## config.mk

```make
export PLATFORM = sky130hd
export DESIGN_NAME = graphlet_class_from_edges
export DESIGN_NICKNAME = d
export VERILOG_FILES = /design/src/gcfe_pkg.sv /design/src/graphlet_class_from_edges.sv /design/src/gcfe_match.sv
export VERILOG_INCLUDE_DIRS = /design/src /design/src/src
export SDC_FILE = /design/constraint.sdc
export NUM_CORES = 1
export LEC_CHECK = 0
export BUFFER_PORTS_ARGS = -buffer_cell sky130_fd_sc_hd__clkbuf_2
export CORE_MARGIN = 3
export CORE_UTILIZATION = 41
export DETAILED_ROUTE_END_ITERATION = 8
export PLACE_DENSITY_LB_ADDON = 0.08
export SETUP_SLACK_MARGIN = 0.3
export SLEW_MARGIN = 20
export SYNTH_ARGS = -nofsm -noshare
export SYNTH_HDL_FRONTEND = slang
export SYNTH_SLANG_ARGS = --single-unit
```

## constraint.sdc

```tcl
create_clock -name clk -period 5.8 [get_ports clk]
set_clock_uncertainty 0.2 [all_clocks]
set_input_delay 0.58 -clock clk [delete_from_list [all_inputs] [get_ports clk]]
set_output_delay 0.58 -clock clk [all_outputs]
set_load 0.1 [all_outputs]
```

## src/graphlet_class_from_edges_defines.svh

```systemverilog
// Assertion macros used by the RTL.
// Both sample on clk and are disabled while rst_n is low.
`ifndef GRAPHLET_CLASS_FROM_EDGES_DEFINES_SVH
`define GRAPHLET_CLASS_FROM_EDGES_DEFINES_SVH

// Same-cycle implication.
`define GCFE_ASSERT_IMPLY(lbl, ante, cons) \
  lbl: assert property (@(posedge clk) disable iff (!rst_n) (ante) |-> (cons)) \
    else $error("gcfe: implication check failed");

// Next-cycle implication.
`define GCFE_ASSERT_NEXT(lbl, ante, cons) \
  lbl: assert property (@(posedge clk) disable iff (!rst_n) (ante) |=> (cons)) \
    else $error("gcfe: next-cycle check failed");

`endif

```

## src/gcfe_pkg.sv

```systemverilog
`timescale 1ns / 1ps

package gcfe_pkg;

  localparam int NV = 5;  // max vertices

  typedef logic [2:0] n_t;
  typedef logic [9:0] edges_t;
  typedef logic [4:0] id_t;
  typedef logic [NV-1:0] row_t;
  typedef row_t [NV-1:0] adj_t;
  typedef logic [2:0] deg_t;
  typedef deg_t [NV-1:0] deg_vec_t;
  typedef logic [2:0] vidx_t;
  typedef logic [2:0] cnt_t;
  typedef cnt_t [NV-1:0] hist_t;  // hist[d] = number of live vertices of degree d

  // Internal class codes beyond the visible range mark the two split cases.
  localparam id_t ID_NONE        = 5'd0;
  localparam id_t ID_MAX         = 5'd29;
  localparam id_t ID_LEAF_NB2    = 5'd13;
  localparam id_t ID_LEAF_OTHER  = 5'd16;
  localparam id_t ID_HOUSE_ALL2  = 5'd20;
  localparam id_t ID_HOUSE_OTHER = 5'd21;
  localparam id_t CODE_LEAF      = 5'd30;
  localparam id_t CODE_HOUSE     = 5'd31;

  typedef struct packed {
    id_t  code;
    logic leaf_nb2;
    logic hub_all2;
  } match_t;

  // Degree histogram -> class code. Counts sum to the vertex count, so the
  // histogram alone identifies the sorted degree sequence.
  function automatic id_t class_of(hist_t h);
    id_t c;
    case ({h[0], h[1], h[2], h[3], h[4]})
      {3'd0, 3'd2, 3'd1, 3'd0, 3'd0}: c = 5'd1;
      {3'd0, 3'd0, 3'd3, 3'd0, 3'd0}: c = 5'd2;
      {3'd0, 3'd2, 3'd2, 3'd0, 3'd0}: c = 5'd3;
      {3'd0, 3'd3, 3'd0, 3'd1, 3'd0}: c = 5'd4;
      {3'd0, 3'd0, 3'd4, 3'd0, 3'd0}: c = 5'd5;
      {3'd0, 3'd1, 3'd2, 3'd1, 3'd0}: c = 5'd6;
      {3'd0, 3'd0, 3'd2, 3'd2, 3'd0}: c = 5'd7;
      {3'd0, 3'd0, 3'd0, 3'd4, 3'd0}: c = 5'd8;
      {3'd0, 3'd2, 3'd3, 3'd0, 3'd0}: c = 5'd9;
      {3'd0, 3'd3, 3'd1, 3'd1, 3'd0}: c = 5'd10;
      {3'd0, 3'd4, 3'd0, 3'd0, 3'd1}: c = 5'd11;
      {3'd0, 3'd2, 3'd1, 3'd2, 3'd0}: c = 5'd12;
      {3'd0, 3'd1, 3'd3, 3'd1, 3'd0}: c = CODE_LEAF;
      {3'd0, 3'd2, 3'd2, 3'd0, 3'd1}: c = 5'd14;
      {3'd0, 3'd0, 3'd5, 3'd0, 3'd0}: c = 5'd15;
      {3'd0, 3'd1, 3'd2, 3'd1, 3'd1}: c = 5'd17;
      {3'd0, 3'd0, 3'd4, 3'd0, 3'd1}: c = 5'd18;
      {3'd0, 3'd1, 3'd1, 3'd3, 3'd0}: c = 5'd19;
      {3'd0, 3'd0, 3'd3, 3'd2, 3'd0}: c = CODE_HOUSE;
      {3'd0, 3'd0, 3'd3, 3'd0, 3'd2}: c = 5'd22;
      {3'd0, 3'd1, 3'd0, 3'd3, 3'd1}: c = 5'd23;
      {3'd0, 3'd0, 3'd2, 3'd2, 3'd1}: c = 5'd24;
      {3'd0, 3'd0, 3'd1, 3'd4, 3'd0}: c = 5'd25;
      {3'd0, 3'd0, 3'd1, 3'd2, 3'd2}: c = 5'd26;
      {3'd0, 3'd0, 3'd0, 3'd4, 3'd1}: c = 5'd27;
      {3'd0, 3'd0, 3'd0, 3'd2, 3'd3}: c = 5'd28;
      {3'd0, 3'd0, 3'd0, 3'd0, 3'd5}: c = 5'd29;
      default:                        c = ID_NONE;
    endcase
    return c;
  endfunction

endpackage

```

## src/graphlet_class_from_edges.sv

```systemverilog
`timescale 1ns / 1ps

// Graphlet classifier for induced subgraphs of 3, 4 or 5 vertices.
// Input channel (in_valid/in_ready): one word carries in_node_count and
// in_edge_bits, bit k set when pair k of the ordered upper triangle
// (0,1),(0,2),... of an in_node_count-vertex graph is an edge. Higher bits
// are ignored. A node count other than 3..5 yields class 0.
// Output channel (out_valid/out_ready): one word per input word, in order,
// carrying out_graphlet_id (1..29, 0 when no degree pattern matches).
// Pipeline stages, each with its own register: adjacency/degree,
// histogram/vertex pick, class lookup/neighbor check, output register.
// Throughput: one word per cycle; each stage hands over independently, so
// the pipe keeps accepting while bubbles remain ahead of a stalled output.
// A stalled receiver holds out_valid and the word; back-pressure ripples
// up stage by stage and in_ready drops only once every stage is full.
// Reset (rst_n low, synchronous): all stages drain to empty, out_valid low.
// No configuration and no stored state beyond the pipeline.
module graphlet_class_from_edges (
  input  logic            clk,
  input  logic            rst_n,
  input  logic            in_valid,
  output logic            in_ready,
  input  gcfe_pkg::n_t     in_node_count,
  input  gcfe_pkg::edges_t in_edge_bits,
  output logic            out_valid,
  input  logic            out_ready,
  output gcfe_pkg::id_t    out_graphlet_id
);
  import gcfe_pkg::*;
  `include "graphlet_class_from_edges_defines.svh"

  // Adjacency from the packed pair list; pair numbering depends on n.
  function automatic adj_t build_adj(n_t n, edges_t e);
    adj_t  a;
    logic [3:0] k;
    a = '0;
    k = '0;
    for (int i = 0; i < NV; i++) begin
      for (int j = 0; j < NV; j++) begin
        if (j > i && n_t'(j) < n) begin
          if (e[k]) begin
            a[i][j] = 1'b1;
            a[j][i] = 1'b1;
          end
          k = k + 4'd1;
        end
      end
    end
    return a;
  endfunction

  function automatic logic adj_sym(adj_t a);
    logic s;
    s = 1'b1;
    for (int i = 0; i < NV; i++) begin
      for (int j = 0; j < NV; j++) begin
        if (a[i][j] != a[j][i]) s = 1'b0;
      end
      if (a[i][i]) s = 1'b0;
    end
    return s;
  endfunction

  // Per-stage handshake: a stage loads when it is empty or its word moves on.
  logic rdy1, rdy2, rdy3, rdy4;

  // Stage 1: adjacency, degrees, live-vertex mask
  logic     s1_valid_r;
  logic     s1_ok_r, s1_ok_nxt;
  row_t     s1_live_r, s1_live_nxt;
  adj_t     s1_adj_r, s1_adj_nxt;
  deg_vec_t s1_deg_r, s1_deg_nxt;

  // Stage 2: degree histogram, first leaf and first degree-3 vertex
  logic     s2_valid_r;
  logic     s2_ok_r;
  adj_t     s2_adj_r;
  deg_vec_t s2_deg_r;
  hist_t    s2_hist_r, s2_hist_nxt;
  vidx_t    s2_leaf_r, s2_leaf_nxt;
  vidx_t    s2_hub_r, s2_hub_nxt;

  // Stage 3: class code and split-case flags
  logic   s3_valid_r;
  match_t s3_m_r, s3_m_nxt;

  // Stage 4: output register
  logic out_valid_r;
  id_t  out_id_r, out_id_nxt;

  assign rdy4     = !out_valid_r || out_ready;
  assign rdy3     = !s3_valid_r || rdy4;
  assign rdy2     = !s2_valid_r || rdy3;
  assign rdy1     = !s1_valid_r || rdy2;
  assign in_ready = rdy1;

  always_comb begin
    s1_ok_nxt  = in_node_count inside {[3'd3:3'd5]};
    s1_adj_nxt = build_adj(in_node_count, in_edge_bits);
    case (in_node_count)
      3'd3:    s1_live_nxt = 5'b00111;
      3'd4:    s1_live_nxt = 5'b01111;
      3'd5:    s1_live_nxt = 5'b11111;
      default: s1_live_nxt = 5'b00000;
    endcase
    for (int i = 0; i < NV; i++) begin
      s1_deg_nxt[i] = deg_t'($countones(s1_adj_nxt[i]));
    end
  end

  always_comb begin
    s2_hist_nxt = '0;
    s2_leaf_nxt = '0;
    s2_hub_nxt  = '0;
    for (int d = 0; d < NV; d++) begin
      for (int i = 0; i < NV; i++) begin
        if (s1_live_r[i] && s1_deg_r[i] == deg_t'(d)) begin
          s2_hist_nxt[d] = s2_hist_nxt[d] + cnt_t'(1);
        end
      end
    end
    // lowest-numbered vertex wins: scan downward, last hit sticks
    for (int i = NV - 1; i >= 0; i--) begin
      if (s1_deg_r[i] == deg_t'(1)) s2_leaf_nxt = vidx_t'(i);
      if (s1_deg_r[i] == deg_t'(3)) s2_hub_nxt  = vidx_t'(i);
    end
  end

  gcfe_match u_match (
    .ok   (s2_ok_r),
    .hist (s2_hist_r),
    .adj  (s2_adj_r),
    .deg  (s2_deg_r),
    .leaf (s2_leaf_r),
    .hub  (s2_hub_r),
    .m    (s3_m_nxt)
  );

  always_comb begin
    case (s3_m_r.code)
      CODE_LEAF:  out_id_nxt = s3_m_r.leaf_nb2 ? ID_LEAF_NB2 : ID_LEAF_OTHER;
      CODE_HOUSE: out_id_nxt = s3_m_r.hub_all2 ? ID_HOUSE_ALL2 : ID_HOUSE_OTHER;
      default:    out_id_nxt = s3_m_r.code;
    endcase
  end

  // valid bits
  always_ff @(posedge clk) begin
    if (!rst_n) begin
      s1_valid_r  <= 1'b0;
      s2_valid_r  <= 1'b0;
      s3_valid_r  <= 1'b0;
      out_valid_r <= 1'b0;
    end else begin
      if (rdy1) s1_valid_r  <= in_valid;
      if (rdy2) s2_valid_r  <= s1_valid_r;
      if (rdy3) s3_valid_r  <= s2_valid_r;
      if (rdy4) out_valid_r <= s3_valid_r;
    end
  end

  // payload, no reset
  always_ff @(posedge clk) begin
    if (rdy1 && in_valid) begin
      s1_ok_r   <= s1_ok_nxt;
      s1_live_r <= s1_live_nxt;
      s1_adj_r  <= s1_adj_nxt;
      s1_deg_r  <= s1_deg_nxt;
    end
    if (rdy2 && s1_valid_r) begin
      s2_ok_r   <= s1_ok_r;
      s2_adj_r  <= s1_adj_r;
      s2_deg_r  <= s1_deg_r;
      s2_hist_r <= s2_hist_nxt;
      s2_leaf_r <= s2_leaf_nxt;
      s2_hub_r  <= s2_hub_nxt;
    end
    if (rdy3 && s2_valid_r) begin
      s3_m_r <= s3_m_nxt;
    end
    if (rdy4 && s3_valid_r) begin
      out_id_r <= out_id_nxt;
    end
  end

  assign out_valid       = out_valid_r;
  assign out_graphlet_id = out_id_r;

  `GCFE_ASSERT_IMPLY(a_adj_sym, s1_valid_r, adj_sym(s1_adj_r))
  `GCFE_ASSERT_IMPLY(a_live_cnt, s1_valid_r && s1_ok_r, $countones(s1_live_r) >= 3)
  `GCFE_ASSERT_IMPLY(a_id_range, out_valid, out_graphlet_id <= ID_MAX)
  `GCFE_ASSERT_IMPLY(a_empty_ready, !s1_valid_r, in_ready)
  `GCFE_ASSERT_NEXT(a_s3_hold, s3_valid_r && !rdy4, s3_valid_r)

endmodule

```

## src/gcfe_match.sv

```systemverilog
`timescale 1ns / 1ps

// Class lookup plus the neighbor-degree checks for the two split cases.
module gcfe_match (
  input  logic              ok,
  input  gcfe_pkg::hist_t    hist,
  input  gcfe_pkg::adj_t     adj,
  input  gcfe_pkg::deg_vec_t deg,
  input  gcfe_pkg::vidx_t    leaf,
  input  gcfe_pkg::vidx_t    hub,
  output gcfe_pkg::match_t   m
);
  import gcfe_pkg::*;

  vidx_t nb;
  row_t  leaf_row;
  row_t  hub_row;
  row_t  deg2_mask;

  always_comb begin
    leaf_row = adj[leaf];
    hub_row  = adj[hub];
    nb = '0;
    for (int j = NV - 1; j >= 0; j--) begin
      if (leaf_row[j]) nb = vidx_t'(j);
    end
    for (int j = 0; j < NV; j++) begin
      deg2_mask[j] = (deg[j] == deg_t'(2));
    end
    m.code     = ok ? class_of(hist) : ID_NONE;
    m.leaf_nb2 = (deg[nb] == deg_t'(2));
    m.hub_all2 = &(~hub_row | deg2_mask);
  end

endmodule

```

## Word-level counts from Yosys, hierarchy flattened

Index checks and enable logic that the tools add are counted.

- Word-level logic and storage cells: 307
- Register bits: 114

- Reduce and logical (&&, ||, !) cells: 48
- $lt $le $gt $ge: 18
- Equal/unequal tests: 58
- Muxes and demuxes: 96
- Add/subtract/negate cells: 43
- Bitwise operators: 2

Operator list:

| cell | number |
|---|---|
| case mux 5 bit (27 select lines) | 1 |
| equality test 15 x 11 -> 1 bit (second input constant) | 7 |
| two-way mux 3 bit | 28 |
| equality test 15 x 10 -> 1 bit (second input constant) | 5 |
| equality test 15 x 8 -> 1 bit (second input constant) | 5 |
| adder 3 x 1 -> 3 bit (second input constant) | 20 |
| equality test 3 x 2 -> 1 bit (second input constant) | 17 |
| equality test 15 x 9 -> 1 bit (second input constant) | 3 |
| less-than comparator 4 x 5 -> 1 bit (second input constant) | 9 |
| two-way mux 1 bit | 38 |
| binary-select mux 1 bit (select 4 bit) | 9 |
| adder 4 x 1 -> 4 bit (second input constant) | 8 |
| two-way mux 4 bit | 8 |
| binary-select mux 5 bit (select 3 bit) | 2 |
| equality test 15 x 6 -> 1 bit (second input constant) | 2 |
| equality test 15 x 7 -> 1 bit (second input constant) | 2 |
| logical AND 1 bit | 30 |
| equality test 3 bit (second input constant) | 7 |
| equality test 15 x 12 -> 1 bit (second input constant) | 1 |
| equality test 15 x 3 -> 1 bit (second input constant) | 1 |
| equality test 15 x 5 -> 1 bit (second input constant) | 1 |
| equality test 3 x 1 -> 1 bit (second input constant) | 5 |
| zero test 3 bit | 5 |
| two-way mux 5 bit | 3 |
| other kinds (23) | 48 |

## Logic depth before layout (Yosys ltp)

Gate-level depths: netlist of run 1.

- Word-level depth: 24
- Mapped depth: 19
- Gate-level depth less buffers: 17

## Modules after synthesis

Synthesis of run 1 repeated with hierarchy kept, for this count alone.

- Cells, all modules: 613
- Area, all modules: 6547.5 sq um

Modules (own cells, without submodules):

| module | seq. area each (sq um) | cells an instance | instances | area each (sq um) |
|---|---|---|---|---|
| graphlet_class_from_edges | 2722.6 | 430 | 1 | 5245.0 |
| gcfe_match | 0.0 | 183 | 1 | 1302.5 |

## Worst setup path after synthesis of run 1

Ideal clock, no wire load.

- Path kind: register to register
- Start point: register out_valid_r (netlist: out_valid)
- End point: register s2_adj_r[10] (netlist name) (enable)
- Cell stages (with the launch flop): 4
- Library setup time: 0.523 ns
- Clock period less this slack: 5.348 ns
- Required time: 5.077 ns
- Buffers on the path: 0
- Arrival time: 4.625 ns
- Path slack: 0.452 ns
- Path through: dfxtp_1 > nor2b_1 > and2_0 > a21boi_0

- Word-level cells in the longest chain between the ends: 5

Ends and longest elaborated chain:

| element | RTL line | text |
|---|---|---|
| from (decl) | graphlet_class_from_edges.sv:88 | `logic out_valid_r;` |
| from (signal assigned) | graphlet_class_from_edges.sv:158 | `if (rdy4) out_valid_r <= s3_valid_r;` |
| zero test 1 bit | graphlet_class_from_edges.sv:91 | `assign rdy4 = !out_valid_r \|\| out_ready;` |
| logical OR 1 bit | graphlet_class_from_edges.sv:91 |  |
| logical OR 1 bit | graphlet_class_from_edges.sv:92 | `assign rdy3 = !s3_valid_r \|\| rdy4;` |
| logical OR 1 bit | graphlet_class_from_edges.sv:93 | `assign rdy2 = !s2_valid_r \|\| rdy3;` |
| logical AND 1 bit | graphlet_class_from_edges.sv:170 | `if (rdy2 && s1_valid_r) begin` |
| to (signal assigned) | graphlet_class_from_edges.sv:172 | `s2_adj_r <= s1_adj_r;` |
| to (decl) | graphlet_class_from_edges.sv:77 | `adj_t s2_adj_r;` |

No other way between the ends.
A chain may end at the register's enable or synchronous reset.

==> results of run 1 <==
worst max path at each step:
| stage | cells past startpoint | from | slack [ns] | endpoint |
|---|---|---|---|---|
| finish | 18 | in_node_count[0] | 0.73 | s1_deg_r[10] |
| floorplan | 3 | out_valid | 0.45 | s2_adj_r[10] |
| detailed placement | 18 | in_node_count[0] | 0.19 | s1_deg_r[10] |
| global route | 17 | in_node_count[0] | 0.40 | s1_deg_r[13] |
| CTS | 18 | in_node_count[0] | 0.57 | s1_deg_r[10] |
| global placement | 18 | in_node_count[0] | 0.41 | s1_deg_r[10] |
per-layer routing:
metal | routed length (um) | part of all wire (%) | GRT usage (%)
met4 | 275 | 2.1 | 6.44
met3 | 478 | 3.7 | 2.95
met2 | 6160 | 48 | 27.9
met5 | 0 | 0 | 0
met1 | 6040 | 47 | 22.6
worst register-to-register path, delay by kind of cell, from the launching register on:
family | cells | cell delay (ns)
XOR/XNOR | 1 | 0.24
adder cells (fa/ha/maj) | 3 | 0.81
buffers and inverters | 1 | 0.06
flip-flops | 1 | 0.46
multiplexers | 2 | 0.54
AND/OR/NAND/NOR | 3 | 0.71
metrics by stage:
step	utilization [%]	std cells	setup slack (ns)	hold slack (ns)	power (mW)
floorplan	-	552	0.452	0.200	1.04
CTS	47.1	753	0.567	0.220	1.82
global placement	44.5	737	0.406	0.210	1.11
global route	47.1	753	0.404	0.234	1.89
finish	47.1	753	0.734	0.222	1.80
detailed placement	44.5	737	0.188	0.205	1.12
cell usage after synthesis, types with 7 or more instances:
cell type / instances
sky130_fd_sc_hd__nand4_1: 9
sky130_fd_sc_hd__edfxtp_1: 88
sky130_fd_sc_hd__xor2_1: 12
sky130_fd_sc_hd__a21oi_1: 15
sky130_fd_sc_hd__mux2_2: 17
sky130_fd_sc_hd__a31oi_1: 9
sky130_fd_sc_hd__nor4bb_1: 9
sky130_fd_sc_hd__nor4_1: 7
sky130_fd_sc_hd__nand3_1: 23
sky130_fd_sc_hd__nor2_1: 30
sky130_fd_sc_hd__inv_1: 37
sky130_fd_sc_hd__and3b_1: 7
sky130_fd_sc_hd__nor3b_1: 10
sky130_fd_sc_hd__a211oi_1: 7
sky130_fd_sc_hd__nor2b_1: 19
sky130_fd_sc_hd__nand2b_1: 9
sky130_fd_sc_hd__o21ai_0: 12
sky130_fd_sc_hd__clkbuf_1: 13
sky130_fd_sc_hd__nor3_1: 7
sky130_fd_sc_hd__nand2_1: 54
sky130_fd_sc_hd__xnor2_1: 17
sky130_fd_sc_hd__ha_1: 33
layout make-up:
type	count	share of cell area [%]
multi-input cells	403	45.9
well taps	180	3.41
clock buffers	9	3.41
clock inverters	7	2.02
repair buffers	25	1.97
inverters	37	2.10
flip-flops and latches	92	41.2
logic make-up (layout without fill, tap and decap cells):
kind of cell / after synthesis / after routing / share of synthesized area [%]
and+or+nand+nor: 223 / 223 / 21.8
DFF: 92 / 92 / 45.6
AOI/OAI and AO/OA: 87 / 87 / 10.2
buffers and inverters: 57 / 78 / 3.94
adders and majority gates: 38 / 38 / 8.60
xor gates and xnor gates: 29 / 29 / 4.26
muxes: 26 / 26 / 5.56
power groups by stage:
stage	clock network, mW	registers, mW	logic (mW)
2_1_floorplan	0	0.834	0.210
5_1_grt	0.733	0.850	0.306
3_3_place_gp	0	0.856	0.259
4_1_cts	0.706	0.841	0.269
3_5_place_dp	0	0.856	0.268
6_report	0.690	0.842	0.266
flip-flops by register name (all words and copies together), names as in the netlist:
signal and flops:
s1_deg_r 15, s2_leaf_r 3, s3_m_r 7, s2_deg_r 15
s2_valid_r 1, s3_valid_r 1, s2_hub_r 3, out_graphlet_id 5
s2_ok_r 1, s1_valid_r 1, s1_adj_r 10, s1_live_r 3
s2_adj_r 10, s1_ok_r 1, out_valid 1, s2_hist_r 15
==> impl_metrics.tcl, run 1 <==
set metrics [dict create \
    grt_max_degree 48 \
    synth.yosys.seq_area_share_pct 45.6 \
    synth_top_cell_by_area "sky130_fd_sc_hd__edfxtp_1" \
    tns_ns 0 \
    most-common-layout-cells "88 x sky130_fd_sc_hd__edfxtp_1, 54 x sky130_fd_sc_hd__nand2_1, 37 x sky130_fd_sc_hd__inv_1, 33 x sky130_fd_sc_hd__ha_1, 30 x sky130_fd_sc_hd__nor2_1" \
    timing.critical_path.fanout_max 15 \
    floorplan.die_area_um2 16000 \
    firstDrtPassIters 5 \
    cap_viol_max_count 0 \
    grt_antenna_before_repair 0 \
    gp_routability_congestion 0.906 \
    clk_root_buffer_cell "sky130_fd_sc_hd__clkbuf_16" \
    area_growth_syn_to_layout_pct 10.8 \
    reg2reg_setup_slack_ns 2.54 \
    cts_tree "built" \
    remaining_drc_errors 0 \
    hpwl_um 9850 \
    achievable_clock_frequency_mhz 197 \
    dr.first_iter.drc_count 409 \
    number_of_global_route_vias_before_repair 4295 \
    final.min_clock_period_ns 5.07 \
    cp_data_required_time_ns 5.69 \
    regToRegStartpoint "s1_deg_r[5]" \
    p_per_area_nw_per_um2 272 \
    drive_above_1_share_pct 13.6 \
    route.antenna.remaining_nets 0 \
    worstPathCellList "clkbuf_2 > o21ai_1 > nand2_1 > ha_1 > a22o_1 > ha_1 > nand2_1 > o21ai_0 > ha_1 > mux2_2 > a211oi_1 > mux4_2 > nand3_1 > a31o_1 > fa_1 > inv_1 > ha_1 > ha_1" \
    crit_path_top_delay_cell "sky130_fd_sc_hd__fa_1" \
    final_design_area_no_fill_um2 6610 \
    synth_nets 607 \
    via_per_inst 5.74 \
    ys_async_sr_fraction_pct 0 \
    critical_path.startpoint_type "input pin" \
    rsz0062_at_grt "no" \
    sw_frac_of_total_pct 25.9 \
    mean_instance_size_in_the_synthesized_netlist_um2 10.8 \
    hold_path_class "flop to flop" \
    ys_ff_latch 92 \
    share_clk_of_total_power_pct 38.4 \
    critical_path_arrival_ns 4.96 \
    post_cts_resized 0 \
    ant_diodes 0 \
    synth_top_area_share_pct 44.3 \
    die_w_um 127 \
    outcome "completed" \
    netlist_instances 552 \
    multiInputGateArea_um2 3040 \
    global_route_usage_over_all_layers_pct 17.0 \
    cts_inserted_buffers 9 \
    min_delay_path_depth 0 \
    finalHoldViolCount 0 \
    cts.hold.buffers_added 0 \
    power.share.sequential_pct 46.8 \
    total_switching_power_mw 0.466 \
    insertion_delay_of_the_later_clocked_pin_in_the_worst_skew_pair_ns 0.35 \
    netlist-cell-type-count 68 \
    postCtsSetupRepairBufs 0 \
    postSynth.topFlopCell "sky130_fd_sc_hd__edfxtp_1" \
    critical_path.max_stage_delay_ns 0.48 \
    grt_ovf 0 \
    portion_of_total_power_attributed_to_combinational_logic_pct 14.8 \
    clock_path_buffers 2 \
    synth_area_leaders "sky130_fd_sc_hd__edfxtp_1 44%, sky130_fd_sc_hd__ha_1 6.9%, sky130_fd_sc_hd__nand2_1 3.4%" \
    worstSetupPathType "input pin to flop" \
    tritoncts_num_sinks 92 \
    static-leakage-power_nw 2.59 \
    place_area_um2 6250 \
    n_fill_cell 1312 \
    clk_pin_slew_worst_setup_hold_paths_ns 0.07 \
    internal_power_mw 1.33 \
    worst_hold_startpoint "s1_ok_r" \
    num_io_pins 24 \
    buffer_ports.inserted 23 \
    syn_area_um2 5970 \
    max_slew.worst_pin.slew_ns 1.00 \
    row_count 43 \
    vias 4324 \
    layout_worst_path_cycle_share_pct 87.3 \
    cp-end-kind "flop" \
    grt_first_pass_wirelength_um 21800 \
    total_detailed_routing_wirelength_um 13000 \
    synth-warning-count 0 \
    worst_ir_drop_vdd_mv 0.226 \
    worst_r2r_path_depth 10 \
    layout.cells.most_common "sky130_fd_sc_hd__edfxtp_1" \
    die-height_um 127 \
    most_frequent_cell_on_the_critical_path "sky130_fd_sc_hd__ha_1" \
    design.final.nets 623 \
    initial_utilization_pct 42.5 \
    clock_tree.htree_level_count 3 \
    slew-limit-headroom_pct 33.3 \
    path_delay_family "adder cells" \
    drv_slew 0 \
    fp.coreArea_um2 14000 \
    report.final.setup_viol 0 \
    synth_enable_flop_cells 88 \
    cp_bufs_invs 2 \
    timing.hold.worst_endpoint "s2_ok_r" \
    register_area_um2 2720 \
    crit-reg2reg-capture "s2_hist_r[4]" \
    wl_per_cell_um 17.2 \
]
Note: power is estimated with default switching activity, not from simulation.
==> run 2, diff against run 1 <==
--- a/config.mk
+++ b/config.mk
@@ -6,11 +6,13 @@
 export SDC_FILE = /design/constraint.sdc
 export NUM_CORES = 1
 export LEC_CHECK = 0
+export ABC_AREA = 1
 export BUFFER_PORTS_ARGS = -buffer_cell sky130_fd_sc_hd__clkbuf_2
 export CORE_MARGIN = 3
 export CORE_UTILIZATION = 41
 export DETAILED_ROUTE_END_ITERATION = 8
 export PLACE_DENSITY_LB_ADDON = 0.08
+export RECOVER_POWER = 25
 export SETUP_SLACK_MARGIN = 0.3
 export SLEW_MARGIN = 20
 export SYNTH_ARGS = -nofsm -noshare
==> run 2 against run 1 <==
Net effect: hold slack about the same; first-iteration DRC count decreased by 28%; largest cell class unchanged; via count increased by 9.9%; combinational power increased by 14%; die area increased by 2.3%; final cell count increased by 23%; clock power decreased by 17%; critical endpoint is now s1_deg_r[13]; global-route usage increased by 0.73 points; clock-buffer cell count unchanged; non-clock buffer count unchanged.
==> impl_metrics.tcl, run 2 <==
set metrics [dict create \
    number_of_global_route_vias_before_repair 4645 \
    drv_slew 0 \
    synth_compound_area_share_pct 7.25 \
    grt_max_degree 48 \
    netlist-cell-type-count 53 \
    clk_root_buffer_cell "sky130_fd_sc_hd__clkbuf_16" \
    layout_worst_path_cycle_share_pct 84.7 \
    hold_path_class "flop to flop" \
    synth-warning-count 0 \
    final.min_clock_period_ns 4.91 \
    vias 4752 \
    max_slew.worst_pin.slew_ns 0.742 \
    dr.first_iter.drc_count 295 \
    crit_path_top_delay_cell "sky130_fd_sc_hd__clkbuf_1" \
    most_frequent_cell_on_the_critical_path "sky130_fd_sc_hd__ha_1" \
    synthSimpleGateAreaFrac_pct 27.1 \
    total_detailed_routing_wirelength_um 13600 \
    critical_path_arrival_ns 4.82 \
    synth_nets 765 \
    cap_viol_max_count 0 \
    synth.mux.area_fraction_pct 1.27 \
    power.share.sequential_pct 48.8 \
    initial_utilization_pct 43.0 \
    grt_ovf 0 \
    dominant_combinational_cell_family_by_area_after_synthesis "simple AND/OR/NAND/NOR gates" \
    synth_top_cell_by_area "sky130_fd_sc_hd__edfxtp_1" \
    hpwl_um 11000 \
    cts.hold.buffers_added 0 \
    worst_ir_drop_vdd_mv 0.153 \
    netlist_instances 710 \
    most-common-layout-cells "128 x sky130_fd_sc_hd__nand2_1, 115 x sky130_fd_sc_hd__inv_1, 89 x sky130_fd_sc_hd__nor2_1, 88 x sky130_fd_sc_hd__edfxtp_1, 57 x sky130_fd_sc_hd__nand3_1" \
    critical_path.max_stage_delay_ns 0.49 \
    gp_routability_congestion 0.907 \
    reg2reg_setup_slack_ns 2.57 \
    global_route_usage_over_all_layers_pct 17.7 \
    clock_path_buffers 2 \
    cp_data_required_time_ns 5.71 \
    clock_tree.htree_level_count 3 \
    wl_per_cell_um 14.7 \
    share_of_the_core_filled_with_cells_in_the_final_layout_pct 47.3 \
    via_per_inst 5.13 \
    ant_diodes 0 \
    achievable_clock_frequency_mhz 204 \
    insertion_delay_of_the_later_clocked_pin_in_the_worst_skew_pair_ns 0.35 \
    rsz0062_at_grt "no" \
    total_switching_power_mw 0.512 \
    critical_path.startpoint_type "input pin" \
    total_power_mw 1.71 \
    post_cts_resized 0 \
    fin_worst_hold_slack_ns 0.221 \
    syn_area_um2 6110 \
    synth.most_common_cell "sky130_fd_sc_hd__nand2_1" \
    die-height_um 128 \
    remaining_drc_errors 0 \
    static-leakage-power_nw 3.03 \
    cts_tree "built" \
    ys_async_sr_fraction_pct 0 \
    cts_inserted_buffers 9 \
    tritoncts_num_sinks 92 \
    synth_adder_area_share_pct 8.39 \
    buffer_ports.inserted 23 \
    grt_first_pass_wirelength_um 22800 \
    floorplan.die_area_um2 16400 \
    report.final.setup_viol 0 \
    area_growth_syn_to_layout_pct 10.0 \
    design.final.nets 796 \
    tns_ns 0 \
    worstSetupPathType "input pin to flop" \
    p_per_area_nw_per_um2 254 \
    synth-xor-area-share_pct 3.13 \
    synth_top_area_share_pct 43.2 \
    route.antenna.remaining_nets 0 \
    timing.critical_path.fanout_max 10 \
    row_count 43 \
    finalHoldViolCount 0 \
    synth.yosys.seq_area_share_pct 44.6 \
    slew-limit-headroom_pct 50.4 \
    mean_instance_size_in_the_synthesized_netlist_um2 8.61 \
    firstDrtPassIters 5 \
    clk_pin_slew_worst_setup_hold_paths_ns 0.07 \
    worstPathCellList "clkbuf_1 > inv_1 > nand2_2 > inv_1 > nor2_1 > ha_1 > o21ai_4 > inv_2 > ha_1 > nand2_1 > nand2_4 > ha_1 > o21ai_4 > nand2_1 > o21bai_1 > nand2_1 > a21oi_1 > fa_1 > ha_1 > ha_1" \
    cp-end-kind "flop" \
    commonest_cells_in_the_netlist "128 x sky130_fd_sc_hd__nand2_1, 115 x sky130_fd_sc_hd__inv_1, 90 x sky130_fd_sc_hd__nor2_1" \
    fp.coreArea_um2 14200 \
    ys_ff_latch 92 \
    drive_above_1_share_pct 12.3 \
    postSynth.topFlopCell "sky130_fd_sc_hd__edfxtp_1" \
    synth_enable_flop_cells 88 \
    synth_area_leaders "sky130_fd_sc_hd__edfxtp_1 43%, sky130_fd_sc_hd__nand2_1 7.9%, sky130_fd_sc_hd__inv_1 7.1%" \
    reg.largest.list "s1_deg_r (15), s2_deg_r (15), s2_hist_r (15)" \
    share_clk_of_total_power_pct 33.5 \
    outcome "completed" \
    layout.cells.most_common "sky130_fd_sc_hd__nand2_1" \
    portion_of_total_power_attributed_to_combinational_logic_pct 17.7 \
    postCtsSetupRepairBufs 0 \
    grt_antenna_before_repair 0 \
    sw_frac_of_total_pct 30.0 \
    num_io_pins 24 \
    internal_power_mw 1.20 \
    die_w_um 128 \
]
run 2: worst max-delay path: cells and delay by family:
family                   cells  cell delay (ns)
adder cells (fa/ha/maj)      6             1.79
buffers and inverters        4             0.95
AO/OA/AOI/OAI                4             0.81
AND/OR/NAND/NOR              6             0.68
run 2: final timing paths:
check                           depth (start not counted)             to             start
worst min register to register                          0   s2_adj_r[11]      s1_adj_r[11]
worst max register to register                         11  s2_hist_r[10]       s1_deg_r[2]
worst max-delay path                                   20   s1_deg_r[13]  in_node_count[2]
worst min-delay path                                    0   s2_adj_r[11]      s1_adj_r[11]
run 2: kinds of logic after synthesis:
kind of cell | after synthesis
multiplexers | 7
AO/OA/AOI/OAI | 71
XOR/XNOR | 21
adder cells (fa/ha/maj) | 38
buffers and inverters | 128
flip-flops | 92
AND/OR/NAND/NOR | 353
run 2: per-stage QoR:
| stage | cells | worst slack [ns] | instance area [um2] |
|---|---|---|---|
| 2_1_floorplan | 710 | 1.47 | 6110 |
| 3_3_place_gp | 910 | 1.07 | 6430 |
| 3_5_place_dp | 910 | 0.955 | 6430 |
| 4_1_cts | 926 | 1.33 | 6730 |
| 5_1_grt | 926 | 0.563 | 6720 |
| 6_report | 926 | 0.890 | 6720 |
run 2: final cells by class:
cell class / count / area, um2
clock inverters: 7 / 70.1
fillers: 1376 / 7480
well taps: 180 / 225
clock buffers: 9 / 225
flip-flops and latches: 92 / 2720
multi-input cells: 490 / 2890
inverters: 123 / 467
repair buffers: 25 / 129
run 2: per-layer routing:
| metal | GRT usage (%) | wire, um | share of wire, % | vias to the layer above |
|---|---|---|---|---|
| met5 | 0 | 0 | 0 | - |
| met4 | 6.05 | 242 | 1.8 | 0 |
| met3 | 2.79 | 369 | 2.7 | 16 |
| met2 | 30.3 | 6590 | 48 | 86 |
| met1 | 22.9 | 6430 | 47 | 2209 |
| li1 | - | - | - | 2441 |
run 2: power groups by stage:
stage          sequential [mW]  clock (mW)  combinational (mW)
6_report                 0.834       0.573               0.303
5_1_grt                  0.840       0.625               0.351
4_1_cts                  0.833       0.592               0.306
3_5_place_dp             0.848           0               0.304
3_3_place_gp             0.848           0               0.295
2_1_floorplan            0.835           0               0.229
==> run 3, diff against run 2 <==
--- a/config.mk
+++ b/config.mk
@@ -6,7 +6,7 @@
 export SDC_FILE = /design/constraint.sdc
 export NUM_CORES = 1
 export LEC_CHECK = 0
-export ABC_AREA = 1
+export ABC_AREA = 0
 export BUFFER_PORTS_ARGS = -buffer_cell sky130_fd_sc_hd__clkbuf_2
 export CORE_MARGIN = 3
 export CORE_UTILIZATION = 41
==> constraint.sdc (replaced) <==
create_clock -name clk -period 4 [get_ports clk]
set_clock_uncertainty 0.2 [all_clocks]
set_input_delay 0.4 -clock clk [delete_from_list [all_inputs] [get_ports clk]]
set_output_delay 0.4 -clock clk [all_outputs]
set_load 0.1 [all_outputs]
==> run 3 against run 2 <==
Net effect: setup slack got worse by 1.1 ns; sequential power rose by 46%; critical endpoint is now s1_deg_r[10]; first-iteration DRC count rose by 36%; die area fell by 2.2%; sequential share of layout area fell by 1.0 points; global-route usage fell by 0.73 points; the run now ends with setup timing left; combinational power rose by 54%.
==> impl_metrics.tcl, run 3 (synthesis results as in run 1) <==
set metrics [dict create \
    outcome "finished, violations left" \
    failed_checks "setup timing" \
    clock_path_buffers 2 \
    hpwl_um 10200 \
    final.min_clock_period_ns 4.21 \
    critical_path.startpoint_type "input pin" \
    tritoncts_num_sinks 92 \
    internal_power_mw 1.78 \
    initial_utilization_pct 42.5 \
    ant_diodes 0 \
    fp.coreArea_um2 14000 \
    sw_frac_of_total_pct 27.2 \
    grt_first_pass_wirelength_um 21800 \
    remaining_drc_errors 0 \
    worst_ir_drop_vdd_mv 0.242 \
    most-common-layout-cells "88 x sky130_fd_sc_hd__edfxtp_1, 53 x sky130_fd_sc_hd__nand2_1, 36 x sky130_fd_sc_hd__inv_1, 30 x sky130_fd_sc_hd__nor2_1, 25 x sky130_fd_sc_hd__ha_1" \
    die_w_um 127 \
    final_cells 774 \
    rsz0062_at_grt "yes" \
    share_clk_of_total_power_pct 31.1 \
    num_io_pins 24 \
    setup_slack_ns -0.212 \
    drv_slew 0 \
    die-height_um 127 \
    max_slew.worst_pin.slew_ns 0.995 \
    cp-end-kind "flop" \
    power.share.sequential_pct 49.9 \
    vias 4388 \
    layout_worst_path_cycle_share_pct 105 \
    cap_viol_max_count 0 \
    tns_ns -0.650 \
    timing.critical_path.fanout_max 5 \
    number_of_global_route_vias_before_repair 4295 \
    dr.first_iter.drc_count 402 \
    via_per_inst 5.67 \
    slew-limit-headroom_pct 33.7 \
    clk_root_buffer_cell "sky130_fd_sc_hd__clkbuf_16" \
    total_detailed_routing_wirelength_um 13300 \
    global_route_usage_over_all_layers_pct 17.0 \
    grt_max_degree 30 \
    area_growth_syn_to_layout_pct 15.6 \
    total_switching_power_mw 0.666 \
    post-place-cells 753 \
    floorplan.die_area_um2 16000 \
    buffer_ports.inserted 23 \
    route.antenna.remaining_nets 0 \
    static-leakage-power_nw 2.67 \
    firstDrtPassIters 5 \
    wl_per_cell_um 17.2 \
    grt_ovf 0 \
    place_area_um2 6410 \
    worstSetupPathType "input pin to flop" \
    finalHoldViolCount 0 \
    clk_pin_slew_worst_setup_hold_paths_ns 0.06 \
    portion_of_total_power_attributed_to_combinational_logic_pct 19.0 \
    design.final.nets 644 \
    row_count 43 \
    final_design_area_no_fill_um2 6900 \
    cts_tree "built" \
    cts_inserted_buffers 9 \
    insertion_delay_of_the_later_clocked_pin_in_the_worst_skew_pair_ns 0.34 \
    layout.cells.most_common "sky130_fd_sc_hd__edfxtp_1" \
    gp_routability_congestion 0.889 \
    reg.largest.list "s1_deg_r (15), s2_deg_r (15), s2_hist_r (15)" \
    clock_tree.htree_level_count 3 \
    achievable_clock_frequency_mhz 237 \
    cp_data_required_time_ns 3.89 \
    hold_path_class "input pin to flop" \
    grt_antenna_before_repair 0 \
    drive_above_1_share_pct 19.9 \
    critical_path_arrival_ns 4.10 \
    p_per_area_nw_per_um2 355 \
    report.final.setup_viol 5 \
]
-- run 3: cell types whose count changed in the layout (fill, tap and decap cells not counted), sizes merged, moves of 19 or more --
cell and change:
buf +23, nand2 -87, nor2b +19, nand3 -36
nor2 -67, inv -87
-- run 3: per-stage QoR --
| stage | utilization, % | hold WS, ns | worst slack, ns | total power [mW] |
|---|---|---|---|---|
| 2_1_floorplan | - | 0.200 | -0.588 | 1.52 |
| 3_3_place_gp | 45.7 | 0.209 | -0.602 | 1.64 |
| 3_5_place_dp | 45.7 | 0.205 | -0.669 | 1.66 |
| 4_1_cts | 48.4 | 0.0990 | -0.234 | 2.45 |
| 5_1_grt | 49.1 | 0.117 | -0.283 | 2.58 |
| 6_report | 49.1 | 0.115 | -0.212 | 2.45 |
-- run 3: final timing paths --
kind | start | to | slack [ns] | depth (start not counted)
worst max register to register | s1_deg_r[5] | s2_hist_r[4] | 0.70 | 10
worst max-delay path | in_node_count[1] | s1_deg_r[10] | -0.21 | 18
worst min-delay path | rst_n | out_valid | 0.11 | 2
worst min register to register | s1_adj_r[21] | s2_adj_r[21] | 0.21 | 0
-- run 3: layout make-up --
cell class	count	area (um2)
Timing Repair Buffer	46	304
Inverter	37	139
Clock inverter	3	23.8
Multi-Input combinational cell	403	3250
Fill cell	1258	7140
Sequential cell	92	2720
Tap cell	180	225
Clock buffer	13	240
-- run 3: per-layer routing --
layer,part of all wire [%],GRT usage [%],vias to the layer above
li1,-,-,2152
met1,46,22.9,2105
met2,49,27.4,112
met3,3.7,3.07,19
met4,1.6,6.50,0
met5,0,0,-
-- run 3: worst max-delay path, stage by stage --
cell                      delay (ns)
sky130_fd_sc_hd__buf_8          0.10
sky130_fd_sc_hd__nor2b_4        0.12
sky130_fd_sc_hd__a21o_1         0.15
sky130_fd_sc_hd__ha_1           0.28
sky130_fd_sc_hd__a22o_1         0.26
sky130_fd_sc_hd__ha_4           0.24
sky130_fd_sc_hd__nand2_4        0.07
sky130_fd_sc_hd__o21ai_4        0.07
sky130_fd_sc_hd__ha_4           0.16
sky130_fd_sc_hd__xnor2_2        0.13
sky130_fd_sc_hd__or3_1          0.33
sky130_fd_sc_hd__and3_4         0.17
sky130_fd_sc_hd__or4b_4         0.50
sky130_fd_sc_hd__a31o_1         0.24
sky130_fd_sc_hd__fa_1           0.50
sky130_fd_sc_hd__inv_2          0.05
sky130_fd_sc_hd__ha_4           0.15
sky130_fd_sc_hd__ha_4           0.19
-- run 3: what timing repair did --
item,4_1_cts,5_1_grt
buffers inserted,1,4
hold buffers,0,0
pin swaps,5,8
gates resized for setup,17,15
endpoints found under the setup margin,8,9
-- run 3: power by group through the flow --
stage | Combinational (mW) | Sequential [mW] | Clock [mW]
2_1_floorplan | 0.315 | 1.21 | 0
3_3_place_gp | 0.403 | 1.24 | 0
3_5_place_dp | 0.414 | 1.24 | 0
4_1_cts | 0.440 | 1.22 | 0.790
5_1_grt | 0.521 | 1.23 | 0.827
6_report | 0.466 | 1.22 | 0.761
